File: src/rtl/spq_pkg.sv
// ----------------------------------------------------------------------------
// spq_pkg
// shared types and codes for the stable priority queue
// ----------------------------------------------------------------------------
`timescale 1ns / 1ps
`default_nettype none

package spq_pkg;

   // request mode codes
   localparam logic MODE_INSERT = 1'b0;
   localparam logic MODE_REMOVE = 1'b1;

   localparam int PRIO_W  = 16;
   localparam int VALUE_W = 32;
   localparam int COUNT_W = 5;

   // one stored entry
   typedef struct packed {
      logic [PRIO_W-1:0]  prio;
      logic [VALUE_W-1:0] tag;
   } spq_entry_type;

   // what one cell shows its neighbors
   typedef struct packed {
      logic          occ;
      spq_entry_type entry;
   } spq_slot_type;

   // operation broadcast to every cell
   typedef struct packed {
      logic ins;
      logic rem;
   } spq_ctrl_type;

endpackage

`default_nettype wire

File: src/rtl/spq_cell.sv
// ----------------------------------------------------------------------------
// spq_cell
// one slot of the sorted chain: compare with the new word, keep or shift
// ----------------------------------------------------------------------------
`timescale 1ns / 1ps
`default_nettype none

module spq_cell (
   input  logic                  clock,
   input  logic                  reset,
   input  spq_pkg::spq_ctrl_type ctrl,
   input  spq_pkg::spq_entry_type new_entry,
   input  spq_pkg::spq_slot_type prev_slot,
   input  logic                  prev_ge,
   input  spq_pkg::spq_slot_type next_slot,
   input  logic                  shift_up,
   output spq_pkg::spq_slot_type slot,
   output logic                  ge,
   output logic                  match
);
   import spq_pkg::*;

   logic          occ_ff;
   logic          occ_in;
   spq_entry_type entry_ff;
   spq_entry_type entry_in;

   assign ge    = occ_ff && ($signed(entry_ff.prio) >= $signed(new_entry.prio));
   assign match = occ_ff && (entry_ff.prio == new_entry.prio)
                         && (entry_ff.tag == new_entry.tag);

   always_comb begin
      occ_in   = occ_ff;
      entry_in = entry_ff;
      if (ctrl.ins && !ge) begin
         if (prev_ge) begin
            occ_in   = 1'b1;
            entry_in = new_entry;
         end else begin
            occ_in   = prev_slot.occ;
            entry_in = prev_slot.entry;
         end
      end else if (ctrl.rem && shift_up) begin
         occ_in   = next_slot.occ;
         entry_in = next_slot.entry;
      end
   end

   always_ff @(posedge clock) begin
      if (reset) begin
         occ_ff <= 1'b0;
      end else begin
         occ_ff <= occ_in;
      end
      entry_ff <= entry_in;
   end

   assign slot.occ   = occ_ff;
   assign slot.entry = entry_ff;

endmodule

`default_nettype wire

File: src/rtl/stable_priority_queue.sv
// ----------------------------------------------------------------------------
// stable_priority_queue
// sorted insert / matched remove queue built from a chain of compare cells
// ----------------------------------------------------------------------------
// the registered result word appears in the cycle after its request is taken
// throughput: one request word per cycle; every cell updates in that cycle
// the request side stalls only while a result word waits under rsp_stall
// reset empties the queue (cell occupancy and count) and drops any result word
// ----------------------------------------------------------------------------
`timescale 1ns / 1ps
`default_nettype none

module stable_priority_queue #(
   parameter int CAPACITY = 16
) (
   input  logic                          clock,
   input  logic                          reset,
   // request channel
   input  logic                          req_valid,
   output logic                          req_stall,
   input  logic                          req_mode,
   input  logic signed [15:0]            req_entry_priority,
   input  logic [31:0]                   req_entry_value,
   // result channel
   output logic                          rsp_valid,
   input  logic                          rsp_stall,
   output logic                          rsp_success,
   output logic                          rsp_full_reject,
   output logic [spq_pkg::COUNT_W-1:0]   rsp_entry_count,
   output logic                          rsp_head_valid,
   output logic signed [15:0]            rsp_head_priority,
   output logic [31:0]                   rsp_head_value
);
   import spq_pkg::*;

   localparam int CNT_W = $clog2(CAPACITY + 1);
   localparam int LVLS  = $clog2(CAPACITY);

   // handshake
   logic accept;
   logic rsp_valid_ff, rsp_valid_in;
   logic success_ff, success_in;
   logic reject_ff, reject_in;

   // queue control
   logic [CNT_W-1:0] count_ff, count_in;
   logic             full;
   logic             do_insert;
   logic             do_remove;
   spq_ctrl_type     ctrl;
   spq_entry_type    new_entry;

   // cell row
   spq_slot_type          slot [CAPACITY];
   logic [CAPACITY-1:0]   ge;
   logic [CAPACITY-1:0]   match;
   logic [CAPACITY-1:0]   found;
   logic [CAPACITY-1:0]   pre [LVLS+1];
   logic [CNT_W+4:0]      count_ext;

   // a new word may enter whenever the result register is free or being drained
   assign req_stall = rsp_valid_ff && rsp_stall;
   assign accept    = req_valid && !req_stall;

   assign new_entry.prio = req_entry_priority;
   assign new_entry.tag  = req_entry_value;

   assign full      = (count_ff == CNT_W'(CAPACITY));
   assign do_insert = accept && (req_mode == MODE_INSERT) && !full;
   // found[last] is set when any occupied cell matches
   assign do_remove = accept && (req_mode == MODE_REMOVE) && found[CAPACITY-1];

   assign ctrl.ins = do_insert;
   assign ctrl.rem = do_remove;

   // prefix or over the match bits: every cell from the first match onward
   // pulls its successor up; log-depth tree keeps the path short
   assign pre[0] = match;
   for (genvar lv = 0; lv < LVLS; lv++) begin : g_lvl
      for (genvar i = 0; i < CAPACITY; i++) begin : g_bit
         if (i >= (1 << lv)) begin : g_or
            assign pre[lv+1][i] = pre[lv][i] | pre[lv][i - (1 << lv)];
         end else begin : g_pass
            assign pre[lv+1][i] = pre[lv][i];
         end
      end
   end
   assign found = pre[LVLS];

   // the chain: slot 0 is the head, slot CAPACITY-1 the tail
   for (genvar i = 0; i < CAPACITY; i++) begin : g_cell
      spq_slot_type prev_s;
      spq_slot_type next_s;
      logic         prev_g;

      if (i == 0) begin : g_head
         assign prev_s = '0;
         assign prev_g = 1'b1;
      end else begin : g_mid
         assign prev_s = slot[i-1];
         assign prev_g = ge[i-1];
      end

      if (i == CAPACITY - 1) begin : g_tail
         assign next_s = '0;
      end else begin : g_body
         assign next_s = slot[i+1];
      end

      spq_cell u_cell (
         .clock     (clock),
         .reset     (reset),
         .ctrl      (ctrl),
         .new_entry (new_entry),
         .prev_slot (prev_s),
         .prev_ge   (prev_g),
         .next_slot (next_s),
         .shift_up  (found[i]),
         .slot      (slot[i]),
         .ge        (ge[i]),
         .match     (match[i])
      );
   end

   always_comb begin
      count_in = count_ff;
      if (do_insert) begin
         count_in = count_ff + CNT_W'(1);
      end else if (do_remove) begin
         count_in = count_ff - CNT_W'(1);
      end
   end

   always_comb begin
      rsp_valid_in = rsp_valid_ff;
      success_in   = success_ff;
      reject_in    = reject_ff;
      if (accept) begin
         rsp_valid_in = 1'b1;
         success_in   = do_insert || do_remove;
         reject_in    = (req_mode == MODE_INSERT) && full;
      end else if (!rsp_stall) begin
         rsp_valid_in = 1'b0;
      end
   end

   always_ff @(posedge clock) begin
      if (reset) begin
         rsp_valid_ff <= 1'b0;
         count_ff     <= '0;
      end else begin
         rsp_valid_ff <= rsp_valid_in;
         count_ff     <= count_in;
      end
      success_ff <= success_in;
      reject_ff  <= reject_in;
   end

   // the cell row cannot move while a result word is held, so the head and
   // count read straight from the state register
   assign count_ext = {5'b0, count_ff};

   assign rsp_valid         = rsp_valid_ff;
   assign rsp_success       = success_ff;
   assign rsp_full_reject   = reject_ff;
   assign rsp_entry_count   = count_ext[COUNT_W-1:0];
   assign rsp_head_valid    = slot[0].occ;
   assign rsp_head_priority = slot[0].occ ? slot[0].entry.prio : '0;
   assign rsp_head_value    = slot[0].occ ? slot[0].entry.tag  : '0;

endmodule

`default_nettype wire

File: config.mk
export PLATFORM = sky130hd
export DESIGN_NAME = stable_priority_queue
export DESIGN_NICKNAME = d
export VERILOG_FILES = /design/src/rtl/spq_pkg.sv /design/src/rtl/spq_cell.sv /design/src/rtl/stable_priority_queue.sv
export SDC_FILE = /design/constraint.sdc
export NUM_CORES = 2
export LEC_CHECK = 0
export ABC_CLOCK_PERIOD_IN_PS = 17100
export BUFFER_PORTS_ARGS = -buffer_cell sky130_fd_sc_hd__buf_4
export CORE_AREA = 4 4 324 485
export CTS_BUF_LIST = sky130_fd_sc_hd__clkbuf_2
export DETAILED_ROUTE_END_ITERATION = 10
export DIE_AREA = 0 0 328 489
export SYNTH_ARGS = -nofsm -noshare
export SYNTH_HDL_FRONTEND = slang
export SYNTH_SLANG_ARGS = --single-unit
File: constraint.sdc
create_clock -name clock -period 17.1 [get_ports clock]
set_input_delay 0.855 -clock clock [delete_from_list [all_inputs] [get_ports clock]]
set_output_delay 0.855 -clock clock [all_outputs]
set_load 0.03 [all_outputs]
==> impl_metrics.yaml <==
timing:
  totalNegativeSetupSlack_ns: 0
  setup_violations: 0
  skew_ns: 0.1487
  post-route-min-period_ns: 5.035
  worst_pin_slew_ns: 1.286
  max_freq_ghz: 0.1986
  finalCritPeriodShare: 0.2945
  drv_slew: 0
  finalHoldViolCount: 0
  relSlewSlack: 0.1399
  rsz0062_at_grt: "false"
cells_and_area:
  num-nets-final: 5546
  fill_cells: 15390
  drive_gt1_frac: 0.1011
  instances_no_fill: 7427
  area_delta_synth_final_pct: 8.123
floorplan:
  die_h_um: 489
  pin_count: 111
  rows: 176
  die-width_um: 328
  start_util: 0.3478
  die-area_um2: 160400
  core_um2: 153000
critical_path:
  worstReg2RegStart: "g_cell[13].u_cell.slot[41]"
  end_kind: "flip-flop"
  rr_worst_depth: 11
  crit_required_ns: 18.44
  crit_path_start_kind: "flip-flop"
  r2r_end: "g_cell[13].u_cell.slot[15]"
  crit_fanout: 64
  ff2ff_setup_slack_ns: 12.06
  worst_ep_arrival_time_ns: 6.38
  path_class: "reg2reg"
route:
  wirelength_um: 185700
  drt_pass1_iterations: 6
  vias: 42540
  drc_errors: 0
  wl_per_cell_um: 25.01
  drtIter0Drc: 3923
  ant_nets: 0
  via_per_inst: 5.728
logic_synthesis:
  ys_warn_count: 0
  synth_ff_type: "edfxtp_1"
  synth_nets: 5527
  synth_area_um2: 53230
  yosys_register_bits: 792
  yosysSeqAreaShare: 0.4426
  synth_edf_count: 770
  async_flop_share: 0
  netlist-cell-type-count: 85
  synthCells: 5214
  avgSynthCellArea_um2: 10.21
place:
  gp_congestion: 0.9477
  port-buffer-count: 110
  dp_cells: 7031
  hpwl_um: 135900
grt:
  antenna_found_initial: 7
  grt_pass1_wl_um: 274400
  first_global_vias: 43440
  grt_max_degree: 100
  gr-total-overflow: 0
  grtUsageTotal: 0.2239
worst_hold_path:
  min_to: "rsp_entry_count[3]"
  holdCritPathClass: "in2reg"
  hold_path_depth: 3
  min_from: "reset"
clock_network:
  holdBufCountCts: 56
  cts_tree: "done"
  ctsLongestPathBuffers: 3
  path_clk_slew_ns: 0.13
  post-cts-setup-buffer-count: 0
  numCtsBuffers: 191
  clock_latency_ns: 1.66
  htreeDepth: 4
  cts.sinks: 792
  cts-resized-gates: 0
  root_buffer: "clkbuf_2"
power:
  seq_power_share: 0.515
  powerDensity_nw_per_um2: 82.89
  irDropWorstVdd_v: 0.00005647
  leakagePower_nw: 22.11
  combPwrFrac: 0.205
  switching_power_w: 0.001635
  p_int_w: 0.003135
  swShare: 0.3428
  p_clk_frac: 0.280
status:
  outcome: "complete, no violations"
flow_run:
  cap_violations: 0
-- cell usage in the layout, fill, tap and decap left out, types with 50 or more instances in the layout --
master / count
ha_1: 259
xor2_1: 168
nand3_1: 65
a21o_1: 78
edfxtp_1: 770
mux2i_1: 604
dlygate4sd3_1: 56
nor4_1: 90
clkinv_1: 62
o21ai_1: 50
o21ai_0: 337
a21oi_1: 500
nand2_1: 416
xnor2_1: 340
and2_1: 51
buf_4: 176
nor2_1: 446
nand4_1: 186
clkbuf_2: 259
-- area by class of cell --
type | count | area, um^2 | share of cell area
diodes | 9 | 22.52 | 0.0003913
well taps | 2047 | 2561 | 0.04450
inverters | 65 | 244.0 | 0.004239
flip-flops and latches | 792 | 23560 | 0.4094
clock buffers | 259 | 1296 | 0.02252
multi-input cells | 3951 | 27570 | 0.4791
repair buffers | 232 | 1882 | 0.03269
clock inverters | 72 | 414.1 | 0.007195
-- routing by layer --
metal / part of all wire / track usage / vias to the layer above
li1: - / - / 19190
met1: 0.37 / 0.2503 / 21110
met2: 0.52 / 0.4108 / 1651
met3: 0.052 / 0.03265 / 582
met4: 0.055 / 0.1165 / 8
met5: 0.00026 / 0 / -
-- state kept, by name (all words and copies together) (netlist names) --
signal and flops:
g_cell.u_cell.slot 768, g_cell.u_cell.occ_ff 16, rsp_entry_count 5, rsp_full_reject 1
rsp_success 1, rsp_valid 1
-- critical path, stage by stage, from the launching register on --
cell,delay (ns)
edfxtp_1,0.49
ha_1,0.36
a21o_1,0.18
a21o_1,0.16
a21o_1,0.18
a211o_1,0.30
a2111oi_1,0.66
a31oi_4,0.38
buf_4,0.47
nor2_4,0.68
buf_4,0.67
a21oi_1,0.15
-- metrics by stage --
stage / power [W] / setup slack, ns / utilization / cell area (um^2) / hold WS (ns)
after global routing: 0.004997 / 11.77 / 0.3760 / 57550 / 0.1291
after global placement: 0.003425 / 11.18 / 0.3611 / 55260 / 0.5288
after floorplan: 0.003126 / 9.722 / - / 53230 / 0.4802
final: 0.004771 / 12.06 / 0.3761 / 57560 / 0.2319
after detailed placement: 0.003450 / 11.09 / 0.3611 / 55260 / 0.5395
after CTS: 0.004794 / 12.05 / 0.3759 / 57530 / 0.03370
-- power by group through the flow --
stage	Combinational (W)	Clock (W)	Sequential (W)
finish	0.000977	0.00134	0.00246
global route	0.00106	0.00147	0.00246
CTS	0.000964	0.00137	0.00246
detailed placement	0.000950	0	0.00250
global placement	0.000924	0	0.00250
floorplan	0.000700	0	0.00243
-- how the worst max path moves through the flow --
stage | from | endpoint | slack [ns]
after floorplan | req_entry_priority[15] | g_cell[7].u_cell.slot[0] | 9.72
after global placement | req_entry_priority[4] | g_cell[9].u_cell.slot[19] | 11.18
after detailed placement | req_entry_priority[10] | g_cell[9].u_cell.slot[7] | 11.09
after CTS | g_cell[13].u_cell.slot[41] | g_cell[13].u_cell.slot[29] | 12.05
after global routing | g_cell[13].u_cell.slot[41] | g_cell[13].u_cell.slot[15] | 11.77
final | g_cell[13].u_cell.slot[41] | g_cell[13].u_cell.slot[15] | 12.06
-- cell families (layout without fill, tap and decap cells) --
group	after synthesis	after routing	share of synthesized area
adder cells (fa/ha/maj)	260	260	0.06125
flip-flops	792	792	0.4426
XOR/XNOR	515	515	0.08572
other	0	9	0
AND/OR/NAND/NOR	1418	1418	0.1253
AO/OA/AOI/OAI	1103	1103	0.1152
buffers and inverters	471	628	0.04546
multiplexers	655	655	0.1244
-- Yosys cell counts, types with 18 or more instances --
cell type	count	area, um^2
clkbuf_1	210	788.3
nand4_1	186	1164
o21ai_1	53	265.3
nand3_1	65	325.3
inv_1	49	183.9
buf_2	99	495.5
nor2_1	450	1689
buf_6	26	292.8
ha_1	259	3241
buf_1	23	86.33
buf_4	33	247.7
nand2_1	431	1618
dfxtp_1	22	440.4
xor2_1	168	1471
and2_1	51	319.1
nor3_1	26	130.1
xnor2_1	340	2978
edfxtp_1	770	23120
o311ai_0	18	157.7
a21oi_1	501	2507
a21o_1	80	600.6
o21ai_0	339	1697
nor2b_1	24	150.1
nor4_1	90	563.0
mux2i_1	604	6046
o21a_1	30	225.2
mux2_1	49	551.8
Power figures use the tool's default switching activity.
